===== src/hdl/pfdm_pkg.sv =====
// pfdm_pkg: shared constants, types and codes for the pwm frequency / duty meter
// used by pfdm_capture, pfdm_div and pwm_frequency_duty_meter; no dependencies
`timescale 1ns / 1ps

package pfdm_pkg;

    // capture field widths
    localparam int STAMP_BITS     = 16;
    localparam int TICK_BITS      = 25;
    localparam int FREQ_BITS      = 17;
    localparam int DUTY_BITS      = 7;

    // serial divider sizing: numerator holds tick_hz + period * 50,
    // divisor holds period * 100
    localparam int DIV_NUM_BITS   = 26;
    localparam int DIV_DEN_BITS   = 23;
    localparam int DIV_CNT_BITS   = $clog2(DIV_NUM_BITS);

    localparam logic [TICK_BITS-1:0]    TICK_HZ_RESET = 25'd16000000;
    localparam logic [DIV_NUM_BITS-1:0] FREQ_MAX      = 26'd100000;

    // capture sequence position
    typedef enum logic [1:0] {
        STG_WAIT_RISE1 = 2'd0,
        STG_WAIT_FALL  = 2'd1,
        STG_WAIT_RISE2 = 2'd2
    } stage_t;

    // sequencer states of the top level
    typedef enum logic [2:0] {
        ST_IDLE,
        ST_MUL,
        ST_FREQ_GO,
        ST_FREQ_WAIT,
        ST_DUTY_GO,
        ST_DUTY_WAIT,
        ST_OUT
    } seq_state_t;

    // completed rise / fall / rise sequence from the capture stage
    typedef struct packed {
        logic                  launch;
        logic                  ok;
        logic [STAMP_BITS-1:0] period;
        logic [STAMP_BITS-1:0] high;
    } cap_t;

    // divide request into the serial divider
    typedef struct packed {
        logic                    start;
        logic [DIV_NUM_BITS-1:0] num;
        logic [DIV_DEN_BITS-1:0] den;
    } div_req_t;

    // divider result
    typedef struct packed {
        logic                    done;
        logic [DIV_NUM_BITS-1:0] quo;
    } div_rsp_t;

endpackage


===== src/hdl/pwm_frequency_duty_meter.sv =====
// pwm_frequency_duty_meter: top level, capture tracking, sequencer, output register
// depends on pfdm_pkg, pfdm_capture, pfdm_div
`timescale 1ns / 1ps

//  channel   | port group        | contents
//  ----------+-------------------+--------------------------------------------------
//  input     | s_axis_*          | tdata: stamp; tuser: edge_rising
//  result    | m_axis_*          | tdata: period, high, freq, duty; tuser: valid_res
//  config    | cfg_wr_*          | tick_hz, written whenever cfg_wr_en is high
//
//  a request that does not complete a rise / fall / rise sequence is not held; the
//  completing rise holds the input until the result enters the output register,
//  directly if the stamps are not increasing, else after a constant-multiply step and
//  two divider passes (frequency then duty); reset (aresetn low at a clock edge) clears
//  the sequence and the result valid flag and loads tick_hz with TICK_HZ_RESET; a
//  stalled result waits in the output register while new requests enter

module pwm_frequency_duty_meter
    import pfdm_pkg::*;
(
    input  logic        aclk,
    input  logic        aresetn,

    input  logic        s_axis_tvalid,
    output logic        s_axis_tready,
    input  logic [15:0] s_axis_tdata,   // [15:0] stamp
    input  logic [0:0]  s_axis_tuser,   // [0] edge_rising

    output logic        m_axis_tvalid,
    input  logic        m_axis_tready,
    output logic [55:0] m_axis_tdata,   // [15:0] period_ticks, [31:16] high_ticks,
                                        // [48:32] freq_tenths_khz, [55:49] duty_percent
    output logic [0:0]  m_axis_tuser,   // [0] valid_res

    input  logic        cfg_wr_en,
    input  logic [24:0] cfg_wr_data     // tick_hz
);

    // config register
    logic [TICK_BITS-1:0] tick_hz_reg;

    always_ff @(posedge aclk) begin
        if (!aresetn) begin
            tick_hz_reg <= TICK_HZ_RESET;
        end else if (cfg_wr_en) begin
            tick_hz_reg <= cfg_wr_data;
        end
    end

    // edge sequence tracking
    cap_t cap;
    logic s_accept;

    assign s_accept = s_axis_tvalid && s_axis_tready;

    pfdm_capture u_capture (
        .aclk    (aclk),
        .aresetn (aresetn),
        .accept  (s_accept),
        .stamp   (s_axis_tdata[STAMP_BITS-1:0]),
        .rising  (s_axis_tuser[0]),
        .cap     (cap)
    );

    // shared serial divider
    div_req_t div_req;
    div_rsp_t div_rsp;

    pfdm_div u_div (
        .aclk    (aclk),
        .aresetn (aresetn),
        .req     (div_req),
        .rsp     (div_rsp)
    );

    // sequencer registers
    seq_state_t               state_reg, state_next;
    logic                     ok_reg, ok_next;
    logic [STAMP_BITS-1:0]    period_reg, period_next;
    logic [STAMP_BITS-1:0]    high_reg, high_next;
    logic [DIV_NUM_BITS-1:0]  fnum_reg, fnum_next;    // tick_hz + period * 50
    logic [DIV_DEN_BITS-1:0]  fden_reg, fden_next;    // period * 100
    logic [DIV_DEN_BITS-1:0]  dnum_reg, dnum_next;    // high * 100
    logic [FREQ_BITS-1:0]     freq_reg, freq_next;
    logic [DUTY_BITS-1:0]     duty_reg, duty_next;

    // output register
    logic                     m_valid_reg, m_valid_next;
    logic [55:0]              m_data_reg, m_data_next;
    logic                     m_user_reg, m_user_next;
    logic                     out_free;

    assign out_free = !m_valid_reg || m_axis_tready;

    always_comb begin
        state_next   = state_reg;
        ok_next      = ok_reg;
        period_next  = period_reg;
        high_next    = high_reg;
        fnum_next    = fnum_reg;
        fden_next    = fden_reg;
        dnum_next    = dnum_reg;
        freq_next    = freq_reg;
        duty_next    = duty_reg;
        m_valid_next = m_valid_reg && !m_axis_tready;
        m_data_next  = m_data_reg;
        m_user_next  = m_user_reg;
        div_req      = '0;

        // new requests only while no sequence result is being worked on
        s_axis_tready = (state_reg == ST_IDLE) && !cap.launch;

        unique case (state_reg)
            ST_IDLE: begin
                if (cap.launch) begin
                    ok_next     = cap.ok;
                    period_next = cap.period;
                    high_next   = cap.high;
                    freq_next   = '0;
                    duty_next   = '0;
                    state_next  = cap.ok ? ST_MUL : ST_OUT;
                end
            end
            ST_MUL: begin
                // constant multiplies, registered ahead of the divider
                fnum_next  = {1'b0, tick_hz_reg}
                           + ({10'b0, period_reg} * 26'd50);
                fden_next  = {7'b0, period_reg} * 23'd100;
                dnum_next  = {7'b0, high_reg} * 23'd100;
                state_next = ST_FREQ_GO;
            end
            ST_FREQ_GO: begin
                div_req.start = 1'b1;
                div_req.num   = fnum_reg;
                div_req.den   = fden_reg;
                state_next    = ST_FREQ_WAIT;
            end
            ST_FREQ_WAIT: begin
                if (div_rsp.done) begin
                    // saturate at 10 MHz
                    freq_next  = (div_rsp.quo > FREQ_MAX) ? FREQ_MAX[FREQ_BITS-1:0]
                                                          : div_rsp.quo[FREQ_BITS-1:0];
                    state_next = ST_DUTY_GO;
                end
            end
            ST_DUTY_GO: begin
                div_req.start = 1'b1;
                div_req.num   = {3'b0, dnum_reg};
                div_req.den   = {7'b0, period_reg};
                state_next    = ST_DUTY_WAIT;
            end
            ST_DUTY_WAIT: begin
                if (div_rsp.done) begin
                    // high < period keeps the quotient below 100
                    duty_next  = div_rsp.quo[DUTY_BITS-1:0];
                    state_next = ST_OUT;
                end
            end
            ST_OUT: begin
                if (out_free) begin
                    m_valid_next = 1'b1;
                    m_user_next  = ok_reg;
                    m_data_next  = ok_reg ? {duty_reg, freq_reg, high_reg, period_reg}
                                          : 56'd0;
                    state_next   = ST_IDLE;
                end
            end
            default: begin
                state_next = ST_IDLE;
            end
        endcase
    end

    always_ff @(posedge aclk) begin
        if (!aresetn) begin
            state_reg   <= ST_IDLE;
            m_valid_reg <= 1'b0;
        end else begin
            state_reg   <= state_next;
            m_valid_reg <= m_valid_next;
        end
    end

    always_ff @(posedge aclk) begin
        ok_reg     <= ok_next;
        period_reg <= period_next;
        high_reg   <= high_next;
        fnum_reg   <= fnum_next;
        fden_reg   <= fden_next;
        dnum_reg   <= dnum_next;
        freq_reg   <= freq_next;
        duty_reg   <= duty_next;
        m_data_reg <= m_data_next;
        m_user_reg <= m_user_next;
    end

    assign m_axis_tvalid   = m_valid_reg;
    assign m_axis_tdata    = m_data_reg;
    assign m_axis_tuser[0] = m_user_reg;

endmodule


===== src/hdl/pfdm_capture.sv =====
// pfdm_capture: edge sequence tracker, keeps r1 and r2 and forms period / high time
// depends on pfdm_pkg
`timescale 1ns / 1ps

module pfdm_capture
    import pfdm_pkg::*;
(
    input  logic                  aclk,
    input  logic                  aresetn,
    input  logic                  accept,
    input  logic [STAMP_BITS-1:0] stamp,
    input  logic                  rising,
    output cap_t                  cap
);

    stage_t                stage_reg, stage_next;
    logic [STAMP_BITS-1:0] r1_reg, r1_next;
    logic [STAMP_BITS-1:0] r2_reg, r2_next;
    cap_t                  cap_reg, cap_next;

    always_comb begin
        stage_next      = stage_reg;
        r1_next         = r1_reg;
        r2_next         = r2_reg;
        cap_next        = cap_reg;
        cap_next.launch = 1'b0;
        if (accept) begin
            unique case (stage_reg)
                STG_WAIT_FALL: begin
                    if (!rising) begin
                        r2_next    = stamp;
                        stage_next = STG_WAIT_RISE2;
                    end
                end
                STG_WAIT_RISE2: begin
                    if (rising) begin
                        stage_next      = STG_WAIT_RISE1;
                        cap_next.launch = 1'b1;
                        cap_next.ok     = (r1_reg < r2_reg) && (r2_reg < stamp);
                        cap_next.period = stamp - r1_reg;
                        cap_next.high   = r2_reg - r1_reg;
                    end
                end
                default: begin
                    // first rise, also the unused stage code
                    if (rising) begin
                        r1_next    = stamp;
                        stage_next = STG_WAIT_FALL;
                    end
                end
            endcase
        end
    end

    always_ff @(posedge aclk) begin
        if (!aresetn) begin
            stage_reg <= STG_WAIT_RISE1;
            r1_reg    <= '0;
            r2_reg    <= '0;
            cap_reg   <= '0;
        end else begin
            stage_reg <= stage_next;
            r1_reg    <= r1_next;
            r2_reg    <= r2_next;
            cap_reg   <= cap_next;
        end
    end

    assign cap = cap_reg;

endmodule


===== src/hdl/pfdm_div.sv =====
// pfdm_div: bit-serial restoring divider, one quotient bit per cycle
// depends on pfdm_pkg
`timescale 1ns / 1ps

module pfdm_div
    import pfdm_pkg::*;
(
    input  logic     aclk,
    input  logic     aresetn,
    input  div_req_t req,
    output div_rsp_t rsp
);

    logic [DIV_NUM_BITS-1:0] sh_reg, sh_next;     // numerator in, quotient out
    logic [DIV_DEN_BITS-1:0] rem_reg, rem_next;
    logic [DIV_DEN_BITS-1:0] den_reg, den_next;
    logic [DIV_CNT_BITS-1:0] cnt_reg, cnt_next;
    logic                    busy_reg, busy_next;
    logic                    done_reg, done_next;

    logic [DIV_DEN_BITS:0]   trial;
    logic [DIV_DEN_BITS:0]   diff;
    logic                    fits;

    always_comb begin
        trial     = {rem_reg, sh_reg[DIV_NUM_BITS-1]};
        diff      = trial - {1'b0, den_reg};
        fits      = (trial >= {1'b0, den_reg});
        sh_next   = sh_reg;
        rem_next  = rem_reg;
        den_next  = den_reg;
        cnt_next  = cnt_reg;
        busy_next = busy_reg;
        done_next = 1'b0;
        if (req.start) begin
            sh_next   = req.num;
            rem_next  = '0;
            den_next  = req.den;
            cnt_next  = '0;
            busy_next = 1'b1;
        end else if (busy_reg) begin
            sh_next  = {sh_reg[DIV_NUM_BITS-2:0], fits};
            rem_next = fits ? diff[DIV_DEN_BITS-1:0] : trial[DIV_DEN_BITS-1:0];
            cnt_next = cnt_reg + 1'b1;
            if (cnt_reg == DIV_CNT_BITS'(DIV_NUM_BITS - 1)) begin
                busy_next = 1'b0;
                done_next = 1'b1;
            end
        end
    end

    always_ff @(posedge aclk) begin
        if (!aresetn) begin
            busy_reg <= 1'b0;
            done_reg <= 1'b0;
            cnt_reg  <= '0;
        end else begin
            busy_reg <= busy_next;
            done_reg <= done_next;
            cnt_reg  <= cnt_next;
        end
    end

    always_ff @(posedge aclk) begin
        sh_reg  <= sh_next;
        rem_reg <= rem_next;
        den_reg <= den_next;
    end

    assign rsp.done = done_reg;
    assign rsp.quo  = sh_reg;

endmodule


===== config.mk =====
export PLATFORM = sky130hd
export DESIGN_NAME = pwm_frequency_duty_meter
export DESIGN_NICKNAME = d
export VERILOG_FILES = /design/src/hdl/pfdm_pkg.sv /design/src/hdl/pwm_frequency_duty_meter.sv /design/src/hdl/pfdm_capture.sv /design/src/hdl/pfdm_div.sv
export SDC_FILE = /design/constraint.sdc
export NUM_CORES = 1
export LEC_CHECK = 0
export BUFFER_PORTS_ARGS = -buffer_cell sky130_fd_sc_hd__buf_2
export CAP_MARGIN = 20
export CELL_PAD_IN_SITES_DETAIL_PLACEMENT = 0
export CELL_PAD_IN_SITES_GLOBAL_PLACEMENT = 1
export CORE_MARGIN = 2
export CORE_UTILIZATION = 40
export DETAILED_ROUTE_END_ITERATION = 8
export GPL_TIMING_DRIVEN = 0
export PLACE_DENSITY_LB_ADDON = 0.1
export SKIP_CTS_REPAIR_TIMING = 1
export SLEW_MARGIN = 20
export SYNTH_ARGS = -nofsm -noshare
export SYNTH_HDL_FRONTEND = slang
export SYNTH_SLANG_ARGS = --single-unit

===== constraint.sdc =====
create_clock -name aclk -period 7.2 [get_ports aclk]
set_input_delay 0.72 -clock aclk [delete_from_list [all_inputs] [get_ports aclk]]
set_output_delay 0.72 -clock aclk [all_outputs]
set_load 0.02 [all_outputs]

# Word-level counts from Yosys, hierarchy flattened
# Index checks and enable logic that the tools add are counted.
dict set report word_totals {
  reg_bits 358
  out_inout_bits 59
  inputBits 47
}
dict set report op_classes {
  mux 28
  reduce_logical 26
  bitwise 4
  eq_ne 15
  n_mul 3
  magnitude_cmp 4
  n_addsub 5
}
# op n
set ops {}
lappend ops {{$pmux W50 S2} 1}
lappend ops {{$mul A16 B5 Y21 const B} 3}
lappend ops {{$mux W26} 2}
lappend ops {{$mux W17} 3}
lappend ops {{$mux W34} 1}
lappend ops {{$pmux W17 S2} 1}
lappend ops {{$lt A16 B16 Y1} 2}
lappend ops {{$sub A16 B16 Y16} 2}
lappend ops {{$add A25 B22 Y26} 1}
lappend ops {{$gt A26 B17 Y1 const B} 1}
lappend ops {{$ge A24 B23 Y1} 1}
lappend ops {{$mux W23} 1}
lappend ops {{$sub A23 B23 Y23} 1}
lappend ops {{$pmux W3 S7} 1}
lappend ops {{$reduce_and A3 Y1} 6}
lappend ops {{$mux W3} 5}
lappend ops {{$mux W7} 2}
lappend ops {{$pmux W7 S2} 1}
lappend ops {{$eq A3 B3 Y1 const B} 3}
lappend ops {{$reduce_and A4 Y1} 2}
lappend ops {{$reduce_bool A2 Y1} 4}
lappend ops {{$eq A3 B2 Y1 const B} 2}
lappend ops {{$mux W1} 6}
lappend ops {{$mux W2} 3}
lappend ops {{other kinds (16)} 30}

# Longest topological paths before layout
# Gate-level depths: netlist (run 1).
dict set report logic_depth {
  depth_word 4
  mapped_depth 23
  mapped_depth_nobuf 23
}

# Hierarchy
# Synthesis (run 1) repeated with hierarchy kept, for this count alone.
dict set report unflattened {
  cells_unflattened 2004
  area_unflattened_um2 21110.2
}
# module cells_each n_inst area_per_inst_um2
set modules_own_cells {}
lappend modules_own_cells {pwm_frequency_duty_meter 996 1 11990.2}
lappend modules_own_cells {pfdm_div 454 1 4688.2}
lappend modules_own_cells {pfdm_capture 554 1 4431.8}

# Worst setup path before layout (run 1)
# No wires, ideal clock.
dict set report synth_timing {
  kind {reg2reg}
  from {register state_reg[2]}
  to {register dnum_reg[10] (enable)}
  slack_ns 1.288
  arrival_ns 5.334
  t_required_ns 6.622
  path_stages_with_launch 4
  synth_period_minus_slack_ns 5.912
  path_cell_list {dfxtp_1 -> clkbuf_1 -> clkbuf_1 -> nor3_1}
}
dict set report synth_via {
  elab_chain_len 1
}
# item line
set synth_rtl {}
lappend synth_rtl {{from (decl)} pwm_frequency_duty_meter.sv:77} ;# seq_state_t state_reg, state_next;
lappend synth_rtl {{from (signal assigned)} pwm_frequency_duty_meter.sv:179} ;# state_reg <= state_next;
lappend synth_rtl {{$eq A3 B1 Y1} pwm_frequency_duty_meter.sv:113} ;# unique case (state_reg)
lappend synth_rtl {{to (signal assigned)} pwm_frequency_duty_meter.sv:190} ;# dnum_reg <= dnum_next;
lappend synth_rtl {{to (decl)} pwm_frequency_duty_meter.sv:83} ;# logic [DIV_DEN_BITS-1:0] dnum_reg, dnum_next;
# Every way passes these cells.
# A chain may end at the register's enable or synchronous reset.

# Worst setup path after layout (run 1)
dict set report layout_timing {
  from {register period_reg[1]}
  to {register fnum_reg[24], data pin}
}
dict set report layout_via {
  elab_chain_len 2
}
# item line
set layout_rtl {}
lappend layout_rtl {{from (decl)} pwm_frequency_duty_meter.sv:79} ;# logic [STAMP_BITS-1:0] period_reg, period_next;
lappend layout_rtl {{from (signal assigned)} pwm_frequency_duty_meter.sv:186} ;# period_reg <= period_next;
lappend layout_rtl {{$mul A16 B5 Y21} pwm_frequency_duty_meter.sv:127} ;# + ({10'b0, period_reg} * 26'd50);
lappend layout_rtl {{$add A25 B22 Y26} pwm_frequency_duty_meter.sv:127}
lappend layout_rtl {{to (signal assigned)} pwm_frequency_duty_meter.sv:188} ;# fnum_reg <= fnum_next;
lappend layout_rtl {{to (decl)} pwm_frequency_duty_meter.sv:81} ;# logic [DIV_NUM_BITS-1:0] fnum_reg, fnum_next;
# Every way passes these cells.

==> results of run 1 <==
## worst paths after layout
path	startpoint	to	depth (start not counted)
setup / recovery	period_reg[1]	fnum_reg[24]	21
hold / removal	cfg_wr_data[20]	tick_hz_reg[20]	3
setup reg to reg	period_reg[1]	fnum_reg[24]	21
hold reg to reg	u_capture.cap[18]	period_reg[2]	0
## layout by cell type (no fill, tap or decap), types with 16 or more instances in the layout
| cell | instances |
|---|---|
| a21o_1 | 32 |
| and3_1 | 16 |
| a21oi_1 | 154 |
| dfxtp_1 | 127 |
| xnor2_1 | 59 |
| buf_2 | 116 |
| and2_1 | 85 |
| clkbuf_16 | 42 |
| nand2_1 | 209 |
| a22o_1 | 19 |
| a22oi_1 | 21 |
| clkbuf_1 | 59 |
| a211oi_1 | 25 |
| ha_1 | 201 |
| mux2i_1 | 36 |
| xor2_1 | 29 |
| fa_1 | 26 |
| nor2b_1 | 19 |
| o21ai_0 | 51 |
| edfxtp_1 | 231 |
| nor3_1 | 28 |
| nand3_1 | 26 |
| nor2_1 | 123 |
| inv_1 | 191 |
## cell type report
cell class / count / area (um2) / area share (%)
Multi-Input combinational cell: 1338 / 9690 / 42.2
Sequential cell: 358 / 9480 / 41.2
Clock buffer: 56 / 1110 / 4.84
Tap cell: 672 / 841 / 3.66
Inverter: 191 / 717 / 3.12
Timing Repair Buffer: 117 / 664 / 2.89
Buffer: 66 / 274 / 1.19
Clock inverter: 22 / 206 / 0.898
Antenna cell: 1 / 2.50 / 0.0109
## cell usage after synthesis (all sizes together), types with 5 or more instances
| library cell | count | area (um2) |
|---|---|---|
| edfxtp | 231 | 6940 |
| nand2 | 210 | 791 |
| ha | 201 | 2510 |
| inv | 191 | 717 |
| a21oi | 156 | 788 |
| dfxtp | 127 | 2540 |
| nor2 | 124 | 465 |
| and2 | 85 | 532 |
| xnor2 | 59 | 517 |
| o21ai | 56 | 280 |
| clkbuf | 47 | 176 |
| mux2i | 36 | 360 |
| a21o | 32 | 240 |
| nor3 | 30 | 155 |
| xor2 | 29 | 254 |
| a211oi | 27 | 213 |
| fa | 26 | 521 |
| nand3 | 26 | 130 |
| a22oi | 21 | 158 |
| nor2b | 20 | 133 |
| a22o | 19 | 166 |
| buf | 19 | 96.3 |
| and3 | 16 | 100 |
| o21a | 14 | 105 |
| nand2b | 13 | 83.8 |
| nand4 | 13 | 81.3 |
| o21bai | 13 | 97.6 |
| or3 | 12 | 75.1 |
| a31oi | 11 | 83.8 |
| o31ai | 11 | 82.6 |
| o211ai | 10 | 108 |
| a31o | 5 | 43.8 |
| nor3b | 5 | 42.5 |
| nor4 | 5 | 37.5 |
## logic make-up after synthesis
kind of cell	after synthesis
adder cells (fa/ha/maj)	227
AND/OR/NAND/NOR	576
buffers and inverters	257
multiplexers	37
flip-flops	358
AO/OA/AOI/OAI	410
XOR/XNOR	88
## metrics by stage
step                      TNS, ns  total power [mW]  util (%)  std cells  instance area (um2)
after floorplan                 0              4.71         -       1953                20100
after global placement     -48.80              5.44      43.0       2727                21500
final                           0              7.48      46.0       2821                23000
after CTS                       0              7.57      46.0       2820                23000
after detailed placement        0              5.48      43.4       2742                21700
after global routing            0              7.96      46.0       2820                23000
## power groups by stage
stage | logic [mW] | clock network, mW | registers (mW)
global placement | 2.50 | 0 | 2.94
CTS | 2.58 | 2.12 | 2.87
detailed placement | 2.57 | 0 | 2.91
finish | 2.55 | 2.07 | 2.86
global route | 2.86 | 2.19 | 2.91
floorplan | 1.83 | 0 | 2.88
## routing by layer
metal | global-route usage, % | routed length, um | vias up | part of all wire [%]
met5 | 0 | 13 | - | 0.025
met4 | 6.05 | 1130 | 2 | 2.2
met3 | 2.52 | 1680 | 65 | 3.2
met2 | 35.0 | 25500 | 219 | 49
met1 | 26.4 | 23700 | 6817 | 46
li1 | - | - | 7207 | -
## worst max-delay path, delay by kind of cell (launching register included)
kind            cells  cell delay [ns]
flops               1             0.60
compound gates     10             2.12
simple gates        4             0.62
fa+ha+maj           5             1.60
xor+xnor            2             0.36
==> flow_metrics.tcl, run 1 <==
set metrics [dict create \
    status "completed" \
    yosysSeqAreaShare_pct 47.1 \
    fmax_mhz 181 \
    cp-end-kind "register" \
    max_slew_margin_pct 24.4 \
    fp-row-count 82 \
    fillerInstances 4814 \
    initialDrtViolationCount 735 \
    p_leak_nw 9.65 \
    clock-sinks 358 \
    port_buffers 102 \
    ant_nets 0 \
    worstSetupPathType "reg -> reg" \
    synth_top_family_by_area "adder cells" \
    antenna_found_initial 2 \
    tightest_slew_ns 1.13 \
    largest_reg_flops 56 \
    grt_overflow 0 \
    cpMostUsedCell "ha_1" \
    clk_pin_slew_ns 0.06 \
    synth-compound-area-share_pct 13.6 \
    htree_levels 2 \
    p_switching_mw 2.69 \
    grt_first_pass_wirelength_um 81800 \
    yosysUniqueCellTypes 83 \
    grt_max_degree 28 \
    fin_ws_ns 1.67 \
    synthXorXnorAreaFrac_pct 3.83 \
    period_share_pct 76.9 \
    synthCells 1953 \
    ios 106 \
    gp_congestion 0.862 \
    wirelength_um 52000 \
    ys_async_sr_fraction_pct 0 \
    worst-path-max-fanout 7 \
    wl_per_cell_um 18.4 \
    critPathRequiredTime_ns 7.54 \
    die_w_um 228 \
    critPathLaunchType "register" \
    cap_violations 0 \
    setup_viol 0 \
    die_area_mm2 0.0522 \
    synth-edff-count 231 \
    seqPwrFrac_pct 38.3 \
    r2r_slack_ns 1.67 \
    fp.dieH_um 228 \
    pwr_density_cell_mw_per_mm2 326 \
    dp_slack_ns 1.66 \
    worst_ir_drop_vdd_mv 0.170 \
    drive_gt1_share_pct 10.6 \
    hpwl_um 40700 \
    whs_ns 0.352 \
    ys.warnings.count 0 \
    yosys_most_used_dff "edfxtp_1" \
    skew_ns 0.0217 \
    ctsLongestPathBuffers 3 \
    synth_adder_area_share_pct 15.1 \
    max_stage_delay_ns 0.60 \
    clockPowerShare_pct 27.6 \
    hold_violations 0 \
    swShare_pct 35.9 \
    track_usage_pct 20.2 \
    p_comb_share_pct 34.1 \
    viasPerCell 5.07 \
    start_util_pct 40.3 \
    cts_root_buf "clkbuf_16" \
    coreArea_mm2 0.0500 \
    cts_tree "done" \
    hold_path.class "in -> reg" \
    netlist_area_mm2 0.0201 \
    yosys-mux-area-fraction_pct 1.84 \
    yosys.area_share.simple_pct 13.7 \
    grt_setup_unrepaired "no" \
    synth_seq_cells 358 \
    arrival_ns 5.88 \
    dr.pass1.iters 5 \
    slew_violations 0 \
    area_growth_syn_to_layout_pct 14.1 \
    path_cells "ha_1 -> ha_1 -> ha_1 -> ha_1 -> a21o_1 -> a21oi_1 -> o21ai_0 -> o211ai_1 -> o21ai_0 -> o41ai_1 -> o21bai_1 -> a21oi_1 -> xnor2_1 -> ha_1 -> and3_1 -> and3_1 -> o31ai_1 -> nand2_1 -> a21oi_2 -> nor2_1 -> xor2_1" \
    period_needed_ns 5.53 \
    crit_path_top_delay_cell "edfxtp_1" \
    nNetsFinal 2388 \
    drc_errors 0 \
    clock_latency_ns 0.59 \
    cts-buffers-inserted 42 \
    synth_area_per_cell_um2 10.3 \
    vias 14310 \
    cellInternalPower_mw 4.80 \
    first_global_vias 14324 \
    synth_fp_nets 2227 \
]
(Power assumes the default switching activity.)
==> run 2, diff against run 1 <==
- clock period: 7.2 -> 5.47 ns (I/O delays scaled with it)
==> run 2 against run 1 <==
Net effect: clock-buffer cell count is 3 higher; total power is 32% higher; critical endpoint is now fnum_reg[20]; sequential power is 32% higher; cell count is 0.39% higher; critical path depth is 2 lower; highest routed layer unchanged; die area stayed put.
==> flow_metrics.tcl, run 2 (synthesis gave the netlist of run 1 again) <==
set metrics [dict create \
    seq_area_mm2 0.00948 \
    swShare_pct 35.9 \
    first_global_vias 14459 \
    dp_slack_ns -0.0709 \
    clk_pin_slew_ns 0.06 \
    clockPowerShare_pct 27.6 \
    utilization_pct 46.4 \
    hold_path.class "in -> reg" \
    grt_first_pass_wirelength_um 81600 \
    crit_path_top_delay_cell "edfxtp_1" \
    coreArea_mm2 0.0500 \
    p_switching_mw 3.56 \
    skew_ns 0.0267 \
    cp-end-kind "register" \
    initialDrtViolationCount 827 \
    area_growth_syn_to_layout_pct 15.1 \
    slew_violations 0 \
    tns_ns 0 \
    nNetsFinal 2399 \
    status "completed" \
    cap_violations 0 \
    start_util_pct 40.3 \
    place_inst 2739 \
    p_leak_nw 9.74 \
    dr.pass1.iters 5 \
    period_needed_ns 5.24 \
    p_comb_share_pct 34.4 \
    critPathLaunchType "register" \
    antenna_found_initial 3 \
    worstSetupPathType "reg -> reg" \
    clock-sinks 358 \
    cts_root_buf "clkbuf_16" \
    arrival_ns 5.56 \
    hpwl_um 40900 \
    cts-buffers-inserted 43 \
    tightest_slew_ns 1.06 \
    critical_path_buf_inv_count 0 \
    hold_violations 0 \
    max_slew_margin_pct 28.8 \
    htree_levels 2 \
    fp-row-count 82 \
    track_usage_pct 20.1 \
    wirelength_um 52300 \
    critPathTopFamily "adder cells" \
    final_area_mm2 0.0232 \
    path_cells "ha_1 -> ha_1 -> fa_1 -> ha_1 -> nor2b_1 -> o31a_1 -> o211ai_2 -> a21oi_1 -> a2111o_1 -> xor2_2 -> ha_1 -> nand2_1 -> nor2_1 -> o311a_1 -> nor3_2 -> nor4_1 -> o21a_1 -> nor2_1 -> xnor2_1" \
    fin_ws_ns 0.228 \
    die_w_um 228 \
    drc_errors 0 \
    max_stage_delay_ns 0.46 \
    instances_no_fill 2832 \
    worst_ir_drop_vdd_mv 0.235 \
    grt_max_degree 28 \
    pwr_density_cell_mw_per_mm2 428 \
    die_area_mm2 0.0522 \
    mostFrequentLayoutCells "edfxtp_1 (231), nand2_1 (209), ha_1 (201)" \
    gp_congestion 0.854 \
    multi_input_area_mm2 0.00974 \
    wl_per_cell_um 18.5 \
    final_common_cell "edfxtp_1" \
    seqPwrFrac_pct 38.0 \
    ant_nets 0 \
    drive_gt1_share_pct 11.2 \
    worst-path-max-fanout 4 \
    ctsLongestPathBuffers 3 \
    whs_ns 0.179 \
    place_area_mm2 0.0217 \
    viasPerCell 5.08 \
    cpMostUsedCell "ha_1" \
    fillerInstances 4844 \
    insertedDiodeCount 0 \
    setup_viol 0 \
    period_share_pct 95.8 \
    fp.dieH_um 228 \
    cts_tree "done" \
    largest_reg_flops 56 \
    clock_latency_ns 0.59 \
    grt_overflow 0 \
    p_total_mw 9.91 \
    port_buffers 102 \
    cellInternalPower_mw 6.35 \
    ios 106 \
    critPathRequiredTime_ns 5.79 \
    vias 14387 \
    fmax_mhz 191 \
]
## run 2: area by class of cell
type,instances,share of cell area (%)
multi-input combinational,1338,42.0
sequential,358,40.9
clock buffer,59,5.04
tap,672,3.63
timing repair buffer,127,3.33
inverter,191,3.09
buffer,66,1.18
clock inverter,21,0.810
## run 2: metal layers
metal / vias to the layer above / wire (um) / GRT usage, %
li1: 7230 / - / -
met1: 6844 / 23900 / 26.2
met2: 235 / 25200 / 34.4
met3: 76 / 1720 / 2.98
met4: 2 / 1520 / 6.41
met5: - / 11 / 0
## run 2: power groups by stage
stage / clock, mW / combinational, mW / sequential (mW)
after global placement: 0 / 3.30 / 3.85
final: 2.73 / 3.41 / 3.77
after global routing: 2.92 / 3.82 / 3.82
after detailed placement: 0 / 3.39 / 3.83
after CTS: 2.81 / 3.41 / 3.78
after floorplan: 0 / 2.41 / 3.78
## run 2: path summary, 6_finish.rpt
path                                       start              end  slack, ns  cells past startpoint
worst min register to register  u_capture.cap[3]      high_reg[3]       0.43                      0
worst max register to register     period_reg[2]     fnum_reg[20]       0.23                     19
worst min-delay path             cfg_wr_data[22]  tick_hz_reg[22]       0.18                      3
worst max-delay path               period_reg[2]     fnum_reg[20]       0.23                     19
## run 2: worst register-to-register path: stages (launching register included)
cell	delay, ns
edfxtp_1	0.46
ha_1	0.34
ha_1	0.32
fa_1	0.46
ha_1	0.34
nor2b_1	0.16
o31a_1	0.29
o211ai_2	0.18
a21oi_1	0.14
a2111o_1	0.44
xor2_2	0.19
ha_1	0.35
nand2_1	0.14
nor2_1	0.13
o311a_1	0.24
nor3_2	0.07
nor4_1	0.36
o21a_1	0.16
nor2_1	0.05
xnor2_1	0.15
